<file path="src/hw/rtl/lsmpq_pkg.sv">
// Shared types and codes for the linear-scan max priority queue.
package lsmpq_pkg;

	localparam int unsigned OP_W     = 2;
	localparam int unsigned KEY_W    = 16;
	localparam int unsigned TAG_W    = 16;
	localparam int unsigned STATUS_W = 2;
	localparam int unsigned OCC_W    = 5;
	localparam int unsigned CAP_W    = 5;
	localparam int unsigned PADDR_W  = 3;
	localparam int unsigned PDATA_W  = 32;

	localparam logic [OP_W-1:0] OP_ENQUEUE = 2'd0;
	localparam logic [OP_W-1:0] OP_DEQUEUE = 2'd1;
	localparam logic [OP_W-1:0] OP_PEEK    = 2'd2;

	localparam logic [STATUS_W-1:0] ST_OK    = 2'd0;
	localparam logic [STATUS_W-1:0] ST_FULL  = 2'd1;
	localparam logic [STATUS_W-1:0] ST_EMPTY = 2'd2;

	// register index lives in paddr[2]; paddr[1:0] is the byte offset
	localparam logic REG_CAPACITY = 1'b0;
	localparam logic [CAP_W-1:0] CAPACITY_RESET = 5'd16;

	typedef struct packed {
		logic [OP_W-1:0]  operation;
		logic [KEY_W-1:0] key;
		logic [TAG_W-1:0] tag;
	} req_t;

	typedef struct packed {
		logic [STATUS_W-1:0] status;
		logic [KEY_W-1:0]    out_key;
		logic [TAG_W-1:0]    out_tag;
		logic [OCC_W-1:0]    occupancy;
	} rsp_t;

endpackage

</file>
<file path="src/hw/rtl/linear_scan_max_priority_queue.sv">
// Max priority queue kept as an unsorted array, scanned and compacted by one sequencer.
//
//   channel  direction  handshake                        payload
//   req      in         req_valid / req_stall            req_data  (operation, key, tag)
//   rsp      out        rsp_valid / rsp_stall            rsp_data  (status, out_key, out_tag,
//                                                                   occupancy)
//   cfg      in         psel / penable / pwrite / pready paddr, pwdata, prdata
//
// Enqueue, full, empty and unknown requests go from idle straight to done; peek scans the
// entries, dequeue scans and then moves entries down. The result goes valid in the same
// cycle that the next request can be taken. One comparator walks the entry memory one read
// a cycle, then the same read port walks the entries after the maximum to move them down.
// req_stall is high while a request is in flight; the result register lets the next
// request in while rsp_stall holds the previous result. Reset empties the queue and sets
// the capacity to 16; entry memory is not cleared.
module linear_scan_max_priority_queue #(
	parameter int unsigned DEPTH     = 16,
	parameter int unsigned KEY_WIDTH = 16
) (
	input  logic                              clk,
	input  logic                              arst_n,
	input  logic                              req_valid,
	output logic                              req_stall,
	input  lsmpq_pkg::req_t                   req_data,
	output logic                              rsp_valid,
	input  logic                              rsp_stall,
	output lsmpq_pkg::rsp_t                   rsp_data,
	input  logic                              psel,
	input  logic                              penable,
	input  logic                              pwrite,
	input  logic [lsmpq_pkg::PADDR_W-1:0]     paddr,
	input  logic [lsmpq_pkg::PDATA_W-1:0]     pwdata,
	output logic [lsmpq_pkg::PDATA_W-1:0]     prdata,
	output logic                              pready
);
	import lsmpq_pkg::*;

	localparam int unsigned ADDR_W  = (DEPTH > 1) ? $clog2(DEPTH) : 1;
	localparam int unsigned CNT_W   = $clog2(DEPTH + 1);
	localparam int unsigned CMP_W   = (CNT_W > CAP_W) ? CNT_W : CAP_W;
	localparam int unsigned ENTRY_W = KEY_WIDTH + TAG_W;

	typedef enum logic [3:0] {
		S_IDLE  = 4'b0001,
		S_SCAN  = 4'b0010,
		S_SHIFT = 4'b0100,
		S_DONE  = 4'b1000
	} state_t;

	state_t                state_q;
	logic [CNT_W-1:0]      count_q;
	logic [CAP_W-1:0]      cap_q;
	logic                  deq_q;
	logic [STATUS_W-1:0]   status_q;
	logic [CNT_W-1:0]      idx_q;
	logic                  rd_vld_q;
	logic [ADDR_W-1:0]     rd_idx_q;
	logic [KEY_WIDTH-1:0]  best_key_q;
	logic [TAG_W-1:0]      best_tag_q;
	logic [ADDR_W-1:0]     best_idx_q;
	logic                  rsp_valid_q;
	rsp_t                  rsp_q;

	logic [ENTRY_W-1:0]    mem [DEPTH];
	logic [ENTRY_W-1:0]    mem_rdata_q;
	logic                  mem_we;
	logic [ADDR_W-1:0]     mem_waddr;
	logic [ENTRY_W-1:0]    mem_wdata;
	logic [ADDR_W-1:0]     mem_raddr;

	logic                  req_acc;
	logic                  cfg_wr;
	logic                  full;
	logic                  issue;
	logic [KEY_WIDTH-1:0]  rd_key;
	logic [TAG_W-1:0]      rd_tag;
	logic                  take_best;
	logic                  rsp_free;

	assign req_stall = (state_q != S_IDLE);
	assign req_acc   = req_valid && (state_q == S_IDLE);
	assign rsp_valid = rsp_valid_q;
	assign rsp_data  = rsp_q;
	assign rsp_free  = !rsp_valid_q || !rsp_stall;

	assign pready = 1'b1;
	assign cfg_wr = psel && penable && pwrite && (paddr[2] == REG_CAPACITY);
	assign prdata = (paddr[2] == REG_CAPACITY) ? PDATA_W'(cap_q) : '0;

	assign full = (CMP_W'(count_q) >= CMP_W'(cap_q)) || (CMP_W'(count_q) >= CMP_W'(DEPTH));

	assign issue     = (idx_q < count_q);
	assign mem_raddr = idx_q[ADDR_W-1:0];
	assign rd_key    = mem_rdata_q[KEY_WIDTH-1:0];
	assign rd_tag    = mem_rdata_q[ENTRY_W-1:KEY_WIDTH];
	assign take_best = rd_vld_q && ((rd_idx_q == '0) || (rd_key > best_key_q));

	always_comb begin
		mem_we    = 1'b0;
		mem_waddr = count_q[ADDR_W-1:0];
		mem_wdata = {req_data.tag, KEY_WIDTH'(req_data.key)};
		if (state_q == S_IDLE) begin
			mem_we = req_acc && (req_data.operation == OP_ENQUEUE) && !full;
		end else if (state_q == S_SHIFT) begin
			mem_we    = rd_vld_q;
			mem_waddr = rd_idx_q - ADDR_W'(1);
			mem_wdata = mem_rdata_q;
		end
	end

	always_ff @(posedge clk) begin
		if (mem_we) begin
			mem[mem_waddr] <= mem_wdata;
		end
		mem_rdata_q <= mem[mem_raddr];
	end

	always_ff @(posedge clk or negedge arst_n) begin
		if (!arst_n) begin
			cap_q <= CAPACITY_RESET;
		end else if (cfg_wr) begin
			cap_q <= pwdata[CAP_W-1:0];
		end
	end

	always_ff @(posedge clk) begin
		unique case (state_q)
			S_IDLE: begin
				if (req_acc) begin
					deq_q      <= (req_data.operation == OP_DEQUEUE);
					best_key_q <= '0;
					best_tag_q <= '0;
					best_idx_q <= '0;
					idx_q      <= '0;
					rd_idx_q   <= '0;
				end
			end
			S_SCAN: begin
				rd_idx_q <= idx_q[ADDR_W-1:0];
				if (issue) begin
					idx_q <= idx_q + CNT_W'(1);
				end
				if (take_best) begin
					best_key_q <= rd_key;
					best_tag_q <= rd_tag;
					best_idx_q <= rd_idx_q;
				end
				if (!issue && !rd_vld_q) begin
					idx_q <= CNT_W'(best_idx_q) + CNT_W'(1);
				end
			end
			S_SHIFT: begin
				rd_idx_q <= idx_q[ADDR_W-1:0];
				if (issue) begin
					idx_q <= idx_q + CNT_W'(1);
				end
			end
			S_DONE: begin
				if (rsp_free) begin
					rsp_q.status    <= status_q;
					rsp_q.out_key   <= KEY_W'(best_key_q);
					rsp_q.out_tag   <= best_tag_q;
					rsp_q.occupancy <= OCC_W'(count_q);
				end
			end
			default: begin
			end
		endcase
	end

	always_ff @(posedge clk or negedge arst_n) begin
		if (!arst_n) begin
			state_q     <= S_IDLE;
			count_q     <= '0;
			status_q    <= ST_OK;
			rd_vld_q    <= 1'b0;
			rsp_valid_q <= 1'b0;
		end else begin
			if (rsp_valid_q && !rsp_stall) begin
				rsp_valid_q <= 1'b0;
			end
			unique case (state_q)
				S_IDLE: begin
					rd_vld_q <= 1'b0;
					if (req_acc) begin
						status_q <= ST_OK;
						state_q  <= S_DONE;
						if (req_data.operation == OP_ENQUEUE) begin
							if (full) begin
								status_q <= ST_FULL;
							end else begin
								count_q <= count_q + CNT_W'(1);
							end
						end else if ((req_data.operation == OP_DEQUEUE) ||
							(req_data.operation == OP_PEEK)) begin
							if (count_q == '0) begin
								status_q <= ST_EMPTY;
							end else begin
								state_q <= S_SCAN;
							end
						end
					end
				end
				S_SCAN: begin
					rd_vld_q <= issue;
					if (!issue && !rd_vld_q) begin
						state_q <= deq_q ? S_SHIFT : S_DONE;
					end
				end
				S_SHIFT: begin
					rd_vld_q <= issue;
					if (!issue && !rd_vld_q) begin
						count_q <= count_q - CNT_W'(1);
						state_q <= S_DONE;
					end
				end
				S_DONE: begin
					if (rsp_free) begin
						rsp_valid_q <= 1'b1;
						state_q     <= S_IDLE;
					end
				end
				default: begin
					state_q <= S_IDLE;
				end
			endcase
		end
	end

endmodule
</file>
<file path="config.mk">
export PLATFORM = sky130hd
export DESIGN_NAME = linear_scan_max_priority_queue
export DESIGN_NICKNAME = d
export VERILOG_FILES = /design/src/hw/rtl/lsmpq_pkg.sv /design/src/hw/rtl/linear_scan_max_priority_queue.sv
export SDC_FILE = /design/constraint.sdc
export NUM_CORES = 1
export LEC_CHECK = 0
export ABC_CLOCK_PERIOD_IN_PS = 5200
export BUFFER_PORTS_ARGS = -buffer_cell sky130_fd_sc_hd__buf_4
export CAP_MARGIN = 20
export CORE_UTILIZATION = 40
export CTS_BUF_LIST = sky130_fd_sc_hd__clkbuf_16
export DETAILED_ROUTE_END_ITERATION = 16
export PLACE_DENSITY = 0.63
export SLEW_MARGIN = 15
export SYNTH_ARGS = -nofsm -noshare
export SYNTH_HDL_FRONTEND = slang
export SYNTH_SLANG_ARGS = --single-unit
</file>
<file path="constraint.sdc">
create_clock -name clk -period 5.2 [get_ports clk]
set_clock_uncertainty 0.15 [all_clocks]
set_input_delay 0.26 -clock clk [delete_from_list [all_inputs] [get_ports clk]]
set_output_delay 0.26 -clock clk [all_outputs]
set_load 0.02 [all_outputs]
</file>
==> flow_summary.json, run 1 <==
{
  "numClockSinks": 647,
  "io_buffers": 92,
  "synthTopCellsByCount": "597 x edfxtp_1, 128 x mux4_2, 114 x nand2_1",
  "rsz0062_at_grt": "false",
  "cp_cell_sequence": "or4b_2 -> clkinv_4 -> and2_1 -> a32oi_1 -> nor2_4 -> buf_4",
  "clockRootBuffer": "clkbuf_16",
  "yosysWarnings": 0,
  "drive_gt1_share_pct": 23.9,
  "slew_viol_final": 0,
  "drc": 0,
  "final_util_pct": 47.1,
  "cpPeakStageDelay_ns": 1.08,
  "worstHoldPathType": "input pin to asynchronous set/reset pin",
  "instances_no_fill": 2419,
  "arrival_ns": 4.12,
  "yosys_register_bits": 647,
  "vias": 12800,
  "synth-edff-count": 597,
  "holdBufCountCts": 11,
  "grt_pass1_vias": 13400,
  "drt_first_iter_violations": 1015,
  "gr-total-overflow": 0,
  "fin_nets": 1630,
  "dieArea_um2": 65200,
  "drv_cap": 0,
  "synth_area_leaders": "edfxtp_1 70%, mux4_2 11%, dfxtp_1 2.5%",
  "routed_via_density": 5.31,
  "ir_drop_v": 0.000339,
  "clkLatencyLatePin_ns": 0.59,
  "first_pass_iters": 8,
  "hpwl_um": 30600,
  "worst_pin_slew_ns": 1.01,
  "dpl.cell_count": 2286,
  "cts_tree": "built",
  "cts_buffer_depth": 3,
  "fp.dieH_um": 255,
  "synth-async-reset-ratio_pct": 2.78,
  "core-area_um2": 63200,
  "grt_max_degree": 134,
  "grt_use_total_pct": 16.9,
  "antenna_found_initial": 2,
  "power_mw": 13.5,
  "r2r_end": "mem[13][11]$_DFFE_PP_",
  "die_x_um": 255,
  "setup_tns_ns": 0,
  "cp_max_fo": 30,
  "fin_crit_sh_pct": 77.2,
  "antenna_left": 0,
  "end_kind": "flip-flop",
  "powerDensity_nw_per_um2": 456,
  "synth_most_common_cell": "edfxtp_1",
  "synthToLayoutAreaGrowth_pct": 15.8,
  "synth_top_area_share_pct": 69.8,
  "syn-cell-area_um2": 25700,
  "wl_per_cell_um": 22.4,
  "gp_congestion": 0.778,
  "synthCells": 1386,
  "start_util_pct": 40.6,
  "synth_largest_area_cell": "edfxtp_1",
  "crit_type": "flip-flop to flip-flop",
  "grt_pass1_wl_um": 82900,
  "totalWireLength_um": 54100,
  "pin_count": 150,
  "cts_resized": 0,
  "synth_area_per_cell_um2": 18.5,
  "ys_types": 62,
  "critPathLaunchType": "flip-flop",
  "slowest_stage": "or4b_2",
  "period_needed_ns": 4.01,
  "reg2reg_slack_ns": 1.19,
  "rr_worst_depth": 6,
  "cts_setup_buffers": 0,
  "yosysSeqAreaShare_pct": 74.1,
  "fillers": 5257,
  "p_leak_nw": 10.2,
  "hold_viol_final": 0,
  "cp.required_ns": 5.30,
  "status": "complete, no violations",
  "holdWs_ns": 0.0321,
  "diodes": 0,
  "cts.clk_slew.worst_paths_ns": 0.06,
  "synth_ff_type": "edfxtp_1",
  "h-tree-depth": 3,
  "fmaxAchievable_ghz": 0.249,
  "cts-buffers-inserted": 66,
  "timing.slew.headroom_pct": 32.4,
  "rows": 92,
  "r2r-start": "state_q[0]$_DFFE_PN1P_",
  "setup_viol": 0
}
-- metrics by stage --
step,setup WS [ns],instance area (um2)
finish,1.19,29700
floorplan,1.46,25800
detailed placement,1.14,27500
global placement,1.21,27500
global route,0.957,29700
CTS,1.13,29700
-- critical path, delay by kind of cell, from the launching register on --
kind            cells  cell delay [ns]
compound gates      1             0.25
simple gates        3             1.99
flops               1             0.39
buf+inv             2             0.84
-- cells by family (layout without fill, tap and decap cells) --
logic type               count (synthesis)  count (layout)  share of synthesized area [%]
adder cells (fa/ha/maj)                 35              35                           1.73
AO/OA/AOI/OAI                          127             127                           3.27
flip-flops                             647             647                           74.1
AND/OR/NAND/NOR                        269             269                           5.09
buffers and inverters                  126             287                           2.57
XOR/XNOR                                12              12                          0.409
other                                    2              28                         0.0293
multiplexers                           168             168                           12.8
-- layer usage --
| metal | vias up | global-route usage [%] | share of wire [%] |
|---|---|---|---|
| met5 | - | 0 | 0.035 |
| li1 | 5701 | - | - |
| met1 | 6712 | 22.6 | 43 |
| met3 | 71 | 3.12 | 5.8 |
| met2 | 359 | 28.1 | 49 |
| met4 | 2 | 5.34 | 1.7 |
-- flip-flops by register name, indices dropped and copies added (netlist names) --
signal	cells
rd_idx_q	4
idx_q	5
best_key_q	16
mem_rdata_q	32
rsp_data	39
rd_vld_q	1
best_tag_q	16
state_q	4
cap_q	5
count_q	5
deq_q	1
mem	512
rsp_valid	1
best_idx_q	4
status_q	2
-- how the worst max path moves through the flow --
stage	slack (ns)	from	cells after the start	to
global placement	1.21	state_q[0]$_DFFE_PN1P_	6	mem[6][27]$_DFFE_PP_
CTS	1.13	state_q[0]$_DFFE_PN1P_	6	mem[6][18]$_DFFE_PP_
detailed placement	1.14	state_q[0]$_DFFE_PN1P_	6	mem[6][25]$_DFFE_PP_
global route	0.96	state_q[1]$_DFFE_PN0P_	6	mem[6][18]$_DFFE_PP_
finish	1.19	state_q[0]$_DFFE_PN1P_	6	mem[13][11]$_DFFE_PP_
floorplan	1.46	cap_q[4]$_DFFE_PN1P_	7	mem[12][0]$_DFFE_PP_
-- power by group --
part	total, mW	switching, mW	internal, mW	leakage [nW]
clock network	4.64	1.91	2.72	1.12
logic	2.53	1.47	1.06	3.17
registers	6.38	0.270	6.11	5.90
-- final cells by class --
cell class	count	area, um2	area share, %
flip-flops and latches	647	19000	64.0
multi-input cells	639	6240	21.0
well taps	846	1060	3.56
repair buffers	132	1130	3.80
clock inverters	49	327	1.10
clock buffers	73	1830	6.14
inverters	33	129	0.433
-- placed cells by master, fill, tap and decap left out, types with 14 or more instances in the layout --
master and instances:
a21oi_1 42, dfxtp_1 32, ha_1 34, nor2_1 22
conb_1 28, o21ai_0 14, clkbuf_16 73, buf_4 112
inv_1 50, edfxtp_1 597, clkinv_1 15, nor2b_1 41
and3_1 33, nand2_1 114, a211oi_1 32, dfrtp_1 16
mux2i_1 35, nor2_4 17, mux4_2 128
Note: power is estimated with default switching activity, not from simulation.
==> run 2: changes to the inputs <==
--- a/config.mk
+++ b/config.mk
@@ -5,7 +5,7 @@
 export SDC_FILE = /design/constraint.sdc
 export NUM_CORES = 1
 export LEC_CHECK = 0
-export ABC_CLOCK_PERIOD_IN_PS = 5200
+export ABC_CLOCK_PERIOD_IN_PS = 3800
 export BUFFER_PORTS_ARGS = -buffer_cell sky130_fd_sc_hd__buf_4
 export CAP_MARGIN = 20
 export CORE_UTILIZATION = 40
==> constraint.sdc (replaced) <==
create_clock -name clk -period 3.8 [get_ports clk]
set_clock_uncertainty 0.15 [all_clocks]
set_input_delay 0.19 -clock clk [delete_from_list [all_inputs] [get_ports clk]]
set_output_delay 0.19 -clock clk [all_outputs]
set_load 0.02 [all_outputs]
==> flow_summary.json, run 2 (synthesis gave the netlist of run 1 again) <==
{
  "hold_viol_final": 0,
  "grt_pass1_vias": 13300,
  "core-area_um2": 63200,
  "switching_share_pct": 27.3,
  "drt_first_iter_violations": 1021,
  "numClockSinks": 647,
  "synthToLayoutAreaGrowth_pct": 16.5,
  "r2r-start": "state_q[3]$_DFFE_PN0P_",
  "clockRootBuffer": "clkbuf_16",
  "p_sw_mw": 4.98,
  "mostFrequentLayoutCells": "597 x edfxtp_1, 128 x mux4_2, 122 x buf_4",
  "hold_path.startpoint": "req_data[24]",
  "diodes": 0,
  "fillers": 5237,
  "slew_viol_final": 0,
  "cts.clk_slew.worst_paths_ns": 0.06,
  "endpoint": "mem[5][11]$_DFFE_PP_",
  "clkPwrFrac_pct": 32.2,
  "holdWs_ns": 0.0584,
  "pin_count": 150,
  "p_int_mw": 13.2,
  "fin_crit_sh_pct": 84.1,
  "routed_via_density": 5.34,
  "grt_max_degree": 133,
  "io_buffers": 92,
  "final_common_cell": "edfxtp_1",
  "p_leak_nw": 10.3,
  "timing.slew.headroom_pct": 31.5,
  "r2r_end": "mem[5][11]$_DFFE_PP_",
  "cp_max_fo": 23,
  "period_needed_ns": 3.20,
  "gp_congestion": 0.778,
  "holdBufCountCts": 19,
  "setup_viol": 0,
  "clkLatencyLatePin_ns": 0.62,
  "antenna_found_initial": 2,
  "arrival_ns": 3.43,
  "drc": 0,
  "crit_start": "state_q[3]$_DFFE_PN0P_",
  "dieArea_um2": 65200,
  "antenna_left": 0,
  "cts-buffers-inserted": 61,
  "first_pass_iters": 5,
  "die_x_um": 255,
  "grt_use_total_pct": 16.9,
  "worstHoldPathType": "input pin to flip-flop",
  "vias": 13000,
  "largest_reg_flops": 512,
  "worst_pin_slew_ns": 1.03,
  "grt_pass1_wl_um": 82500,
  "fmaxAchievable_ghz": 0.313,
  "status": "complete, no violations",
  "cts_buffer_depth": 3,
  "drive_gt1_share_pct": 24.5,
  "powerDensity_nw_per_um2": 609,
  "reg2reg_slack_ns": 0.60,
  "regMostFlops": "mem",
  "setup_tns_ns": 0,
  "crit_type": "flip-flop to flip-flop",
  "cp_cell_sequence": "or4b_2 -> buf_4 -> a32oi_1 -> nor2_4 -> buf_12",
  "cts_setup_buffers": 0,
  "wl_per_cell_um": 22.3,
  "gr-total-overflow": 0,
  "pwr-share-comb_pct": 19.9,
  "rows": 92,
  "cpPeakStageDelay_ns": 0.82,
  "rr_worst_depth": 5,
  "cp.required_ns": 4.03,
  "fin_nets": 1656,
  "critPathLaunchType": "flip-flop",
  "h-tree-depth": 2,
  "start_util_pct": 40.6,
  "fp.dieH_um": 255,
  "drv_cap": 0,
  "p_seq_share_pct": 47.9,
  "cts_resized": 0,
  "cts_tree": "built",
  "end_kind": "flip-flop",
  "slowest_stage": "a32oi_1",
  "hpwl_um": 30700,
  "ir_drop_v": 0.000362,
  "rsz0062_at_grt": "false",
  "totalWireLength_um": 54500
}
## run 2: cell count changes in the layout (fill, tap and decap cells not counted), sizes merged
cell         delta
buf            +23
clkinvlp        +1
clkinv          -1
dlygate4sd3     +8
clkbuf         -12
bufinv          +2
inv             +3
## run 2: area by class of cell
class                      count  area [um2]  share of cell area, %
timing repair buffer         163        1550                   5.17
multi-input combinational    639        6240                   20.9
sequential                   647       19000                   63.6
tap                          846        1060                   3.54
clock buffer                  61        1530                   5.10
inverter                      33         129                  0.431
clock inverter                54         397                   1.33
## run 2: power groups by stage
stage	Sequential, mW	Clock [mW]	Combinational (mW)
floorplan	8.78	0	2.48
global placement	8.86	0	3.59
detailed placement	8.88	0	3.63
CTS	8.73	5.97	3.67
global route	8.78	6.23	3.96
finish	8.73	5.86	3.63
## run 2: how the worst min path moves through the flow
stage                                        end  cells past startpoint
after floorplan             cap_q[0]$_DFFE_PN0P_                      0
after global placement    count_q[4]$_DFFE_PN0P_                      1
after detailed placement  count_q[4]$_DFFE_PN0P_                      1
after CTS                   mem[14][6]$_DFFE_PP_                      3
after global routing         mem[3][8]$_DFFE_PP_                      3
final                        mem[2][8]$_DFFE_PP_                      3
## run 2: worst max-delay path: cells and delay by family (launching register included)
kind	cells	cell delay, ns
compound gates	1	0.82
buf+inv	2	0.54
flops	1	0.44
simple gates	2	1.00
## run 2: metrics by stage
step	instance area, um2	util (%)	setup slack, ns	power (mW)	std cells
2_1_floorplan	25800	-	0.0595	11.3	1412
3_3_place_gp	27800	44.0	0.602	12.4	2309
3_5_place_dp	27800	44.0	0.619	12.5	2309
4_1_cts	29900	47.3	0.598	18.4	2443
5_1_grt	29900	47.3	0.451	19.0	2443
6_report	29900	47.3	0.604	18.2	2443
## run 2: layer usage
| layer | track usage (%) | up-vias | part of all wire, % |
|---|---|---|---|
| met5 | 0 | - | 0 |
| li1 | - | 5758 | - |
| met3 | 2.70 | 77 | 5.6 |
| met4 | 4.77 | 0 | 2.0 |
| met2 | 27.7 | 367 | 49 |
| met1 | 23.2 | 6838 | 43 |
==> run 3: changes to the inputs <==
--- a/config.mk
+++ b/config.mk
@@ -5,13 +5,14 @@
 export SDC_FILE = /design/constraint.sdc
 export NUM_CORES = 1
 export LEC_CHECK = 0
-export ABC_CLOCK_PERIOD_IN_PS = 3800
+export ABC_AREA = 1
+export ABC_CLOCK_PERIOD_IN_PS = 2800
 export BUFFER_PORTS_ARGS = -buffer_cell sky130_fd_sc_hd__buf_4
 export CAP_MARGIN = 20
 export CORE_UTILIZATION = 40
 export CTS_BUF_LIST = sky130_fd_sc_hd__clkbuf_16
 export DETAILED_ROUTE_END_ITERATION = 16
-export PLACE_DENSITY = 0.63
+export PLACE_DENSITY = 0.65
 export SLEW_MARGIN = 15
 export SYNTH_ARGS = -nofsm -noshare
 export SYNTH_HDL_FRONTEND = slang
==> constraint.sdc (replaced) <==
create_clock -name clk -period 2.8 [get_ports clk]
set_clock_uncertainty 0.15 [all_clocks]
set_input_delay 0.14 -clock clk [delete_from_list [all_inputs] [get_ports clk]]
set_output_delay 0.14 -clock clk [all_outputs]
set_load 0.02 [all_outputs]
==> flow_summary.json, run 3 <==
{
  "status": "complete, but fails checks",
  "violations": "negative hold slack",
  "grtUsageMet2_pct": 32.3,
  "period_needed_ns": 2.68,
  "grt_use_total_pct": 19.2,
  "rr_worst_depth": 13,
  "cts_buffer_depth": 3,
  "synth-async-reset-ratio_pct": 2.78,
  "synth-edff-count": 597,
  "grt_pass1_vias": 16600,
  "grt_max_degree": 104,
  "gp_congestion": 0.852,
  "cts.clk_slew.worst_paths_ns": 0.07,
  "dieArea_um2": 65700,
  "wl_per_cell_um": 20.7,
  "busiest_layer": "met2",
  "rows": 92,
  "fmaxAchievable_ghz": 0.374,
  "worst_pin_slew_ns": 0.810,
  "pre_cts_slack_ns": -0.0485,
  "final_common_cell": "edfxtp_1",
  "synth_area_leaders": "edfxtp_1 69%, o21ai_0 5.3%, nor2_1 4.9%",
  "drc": 0,
  "synthTopCellsByCount": "597 x edfxtp_1, 339 x nor2_1, 275 x o21ai_0",
  "holdWs_ns": -0.00294,
  "antenna_found_initial": 1,
  "h-tree-depth": 2,
  "cp_max_fo": 7,
  "synthCells": 2002,
  "pin_count": 150,
  "power_mw": 26.7,
  "timing.slew.headroom_pct": 45.8,
  "fp.dieH_um": 256,
  "synth_xor_xnor_area_share_pct": 0.372,
  "clockRootBuffer": "clkbuf_16",
  "critPathLaunchType": "flip-flop",
  "layout_setup_ws_ns": 0.123,
  "synthToLayoutAreaGrowth_pct": 19.7,
  "io_buffers": 92,
  "syn-cell-area_um2": 25900,
  "grt_use_met3_pct": 3.18,
  "ir_drop_v": 0.000527,
  "synth_ff_type": "edfxtp_1",
  "synth_largest_area_cell": "edfxtp_1",
  "synth_top_area_share_pct": 69.3,
  "worstHoldPathType": "input pin to flip-flop",
  "drive_gt1_share_pct": 15.4,
  "numClockSinks": 647,
  "crit_type": "flip-flop to flip-flop",
  "cp.required_ns": 2.98,
  "drv_cap": 0,
  "clkLatencyLatePin_ns": 0.63,
  "setup_viol": 0,
  "fin_nets": 2310,
  "arrival_ns": 2.85,
  "totalWireLength_um": 64000,
  "fin_crit_sh_pct": 95.6,
  "rsz0062_at_grt": "false",
  "final_util_pct": 48.8,
  "first_pass_iters": 5,
  "gr-total-overflow": 0,
  "synth_mux_area_share_pct": 0,
  "start_util_pct": 40.7,
  "yosys_register_bits": 647,
  "drt_first_iter_violations": 1740,
  "synth-simple-area-share_pct": 9.31,
  "mostFrequentLayoutCells": "597 x edfxtp_1, 322 x nor2_1, 275 x o21ai_0",
  "antenna_left": 0,
  "cts_tree": "built",
  "fin_area_um2": 31000,
  "gr-usage-met1_pct": 25.6,
  "vias": 16700,
  "regMostFlops": "mem",
  "yosysSeqAreaShare_pct": 73.5,
  "core-area_um2": 63500,
  "die_x_um": 256,
  "worstHoldPathCells": 3,
  "synth_top_family_by_area": "compound AO/OA/AOI/OAI gates",
  "p_leak_nw": 11.0,
  "diodes": 0,
  "slew_viol_final": 0,
  "hpwl_um": 38800,
  "dpl.cell_count": 2928,
  "hold_viol_final": 4,
  "fillers": 5423,
  "synth_area_per_cell_um2": 12.9,
  "end_kind": "flip-flop",
  "instances_no_fill": 3095,
  "cts-buffers-inserted": 59,
  "setup_tns_ns": 0,
  "postPlaceCellArea_um2": 28300,
  "yosysWarnings": 0,
  "synth_fa_ha_area_share_pct": 1.72,
  "ys_types": 42,
  "synth-compound-area-share_pct": 10.7,
  "synth_most_common_cell": "edfxtp_1",
  "routed_via_density": 5.40,
  "largest_reg_flops": 512,
  "powerDensity_nw_per_um2": 862,
  "grt_pass1_wl_um": 97100
}
run 3: cell count changes in the layout (fill, tap and decap cells not counted), sizes merged, moves of 35 or more:
cell    previous run  this run
nand3             11        72
buf              144       200
nand2            115       167
mux4             128         0
o21ai             16       314
nor2              39       344
nor2b             42         0
o221ai             2        52
o22ai              5        82
inv               54       109
mux2i             35         0
run 3: critical path, cell delays in order (launching register included):
cell       delay (ns)
dfstp_2          0.52
inv_1            0.07
ha_4             0.22
nand2_2          0.08
nor2_1           0.05
a21oi_1          0.16
o21ai_2          0.13
o22ai_4          0.17
buf_12           0.15
nand2_2          0.06
buf_6            0.14
nor2_4           0.15
buf_12           0.15
clkbuf_16        0.17
run 3: area by class of cell:
type                            instances  area (um2)  share of cell area, %
Clock buffer                           59        1480                   4.76
Clock inverter                         52         512                   1.65
Inverter                               96         365                   1.18
Multi-Input combinational cell       1144        6040                   19.5
Sequential cell                       647       19000                   61.4
Tap cell                              846        1060                   3.42
Timing Repair Buffer                  251        2520                   8.12
run 3: logic make-up (layout without fill, tap and decap cells):
group,count (synthesis),count (layout)
DFF,647,647
and+or+nand+nor,588,588
AOI/OAI and AO/OA,482,482
buffers and inverters,237,458
adders and majority gates,35,35
xor gates and xnor gates,11,11
other,2,28
run 3: per-layer routing:
| metal | vias to the layer above | share of wire (%) | routed length, um |
|---|---|---|---|
| met5 | - | 0.020 | 13 |
| met4 | 2 | 2.2 | 1380 |
| met3 | 89 | 7.6 | 4830 |
| met2 | 704 | 49 | 31200 |
| met1 | 8300 | 42 | 26600 |
| li1 | 7627 | - | - |
run 3: final timing paths:
path	slack [ns]	to	from
worst max-delay path	0.12	mem[4][16]$_DFFE_PP_	cap_q[4]$_DFFE_PN1P_
min in group asynchronous	0.42	cap_q[4]$_DFFE_PN1P_	arst_n
worst min register to register	0.27	rsp_data[19]$_DFFE_PP_	best_tag_q[14]$_SDFFCE_PN0P_
max in group asynchronous	0.86	state_q[3]$_DFFE_PN0P_	arst_n
worst min-delay path	-0.003	mem[15][29]$_DFFE_PP_	req_data[13]
worst max register to register	0.12	mem[4][16]$_DFFE_PP_	cap_q[4]$_DFFE_PN1P_
run 3: repair_timing:
action / CTS / global route
cloned: 0 / 3
setup buffers: 0 / 3
pin swaps: 0 / 5
setup endpoints to repair: 26 / 389
hold endpoints to repair: 355 / 34
resized for setup: 2 / 6
hold buffers: 46 / 3
run 3: report_power, final:
part	internal (mW)	total (mW)	switching (mW)
clock network	4.75	8.24	3.49
registers	11.6	12.0	0.357
logic	2.04	6.49	4.45
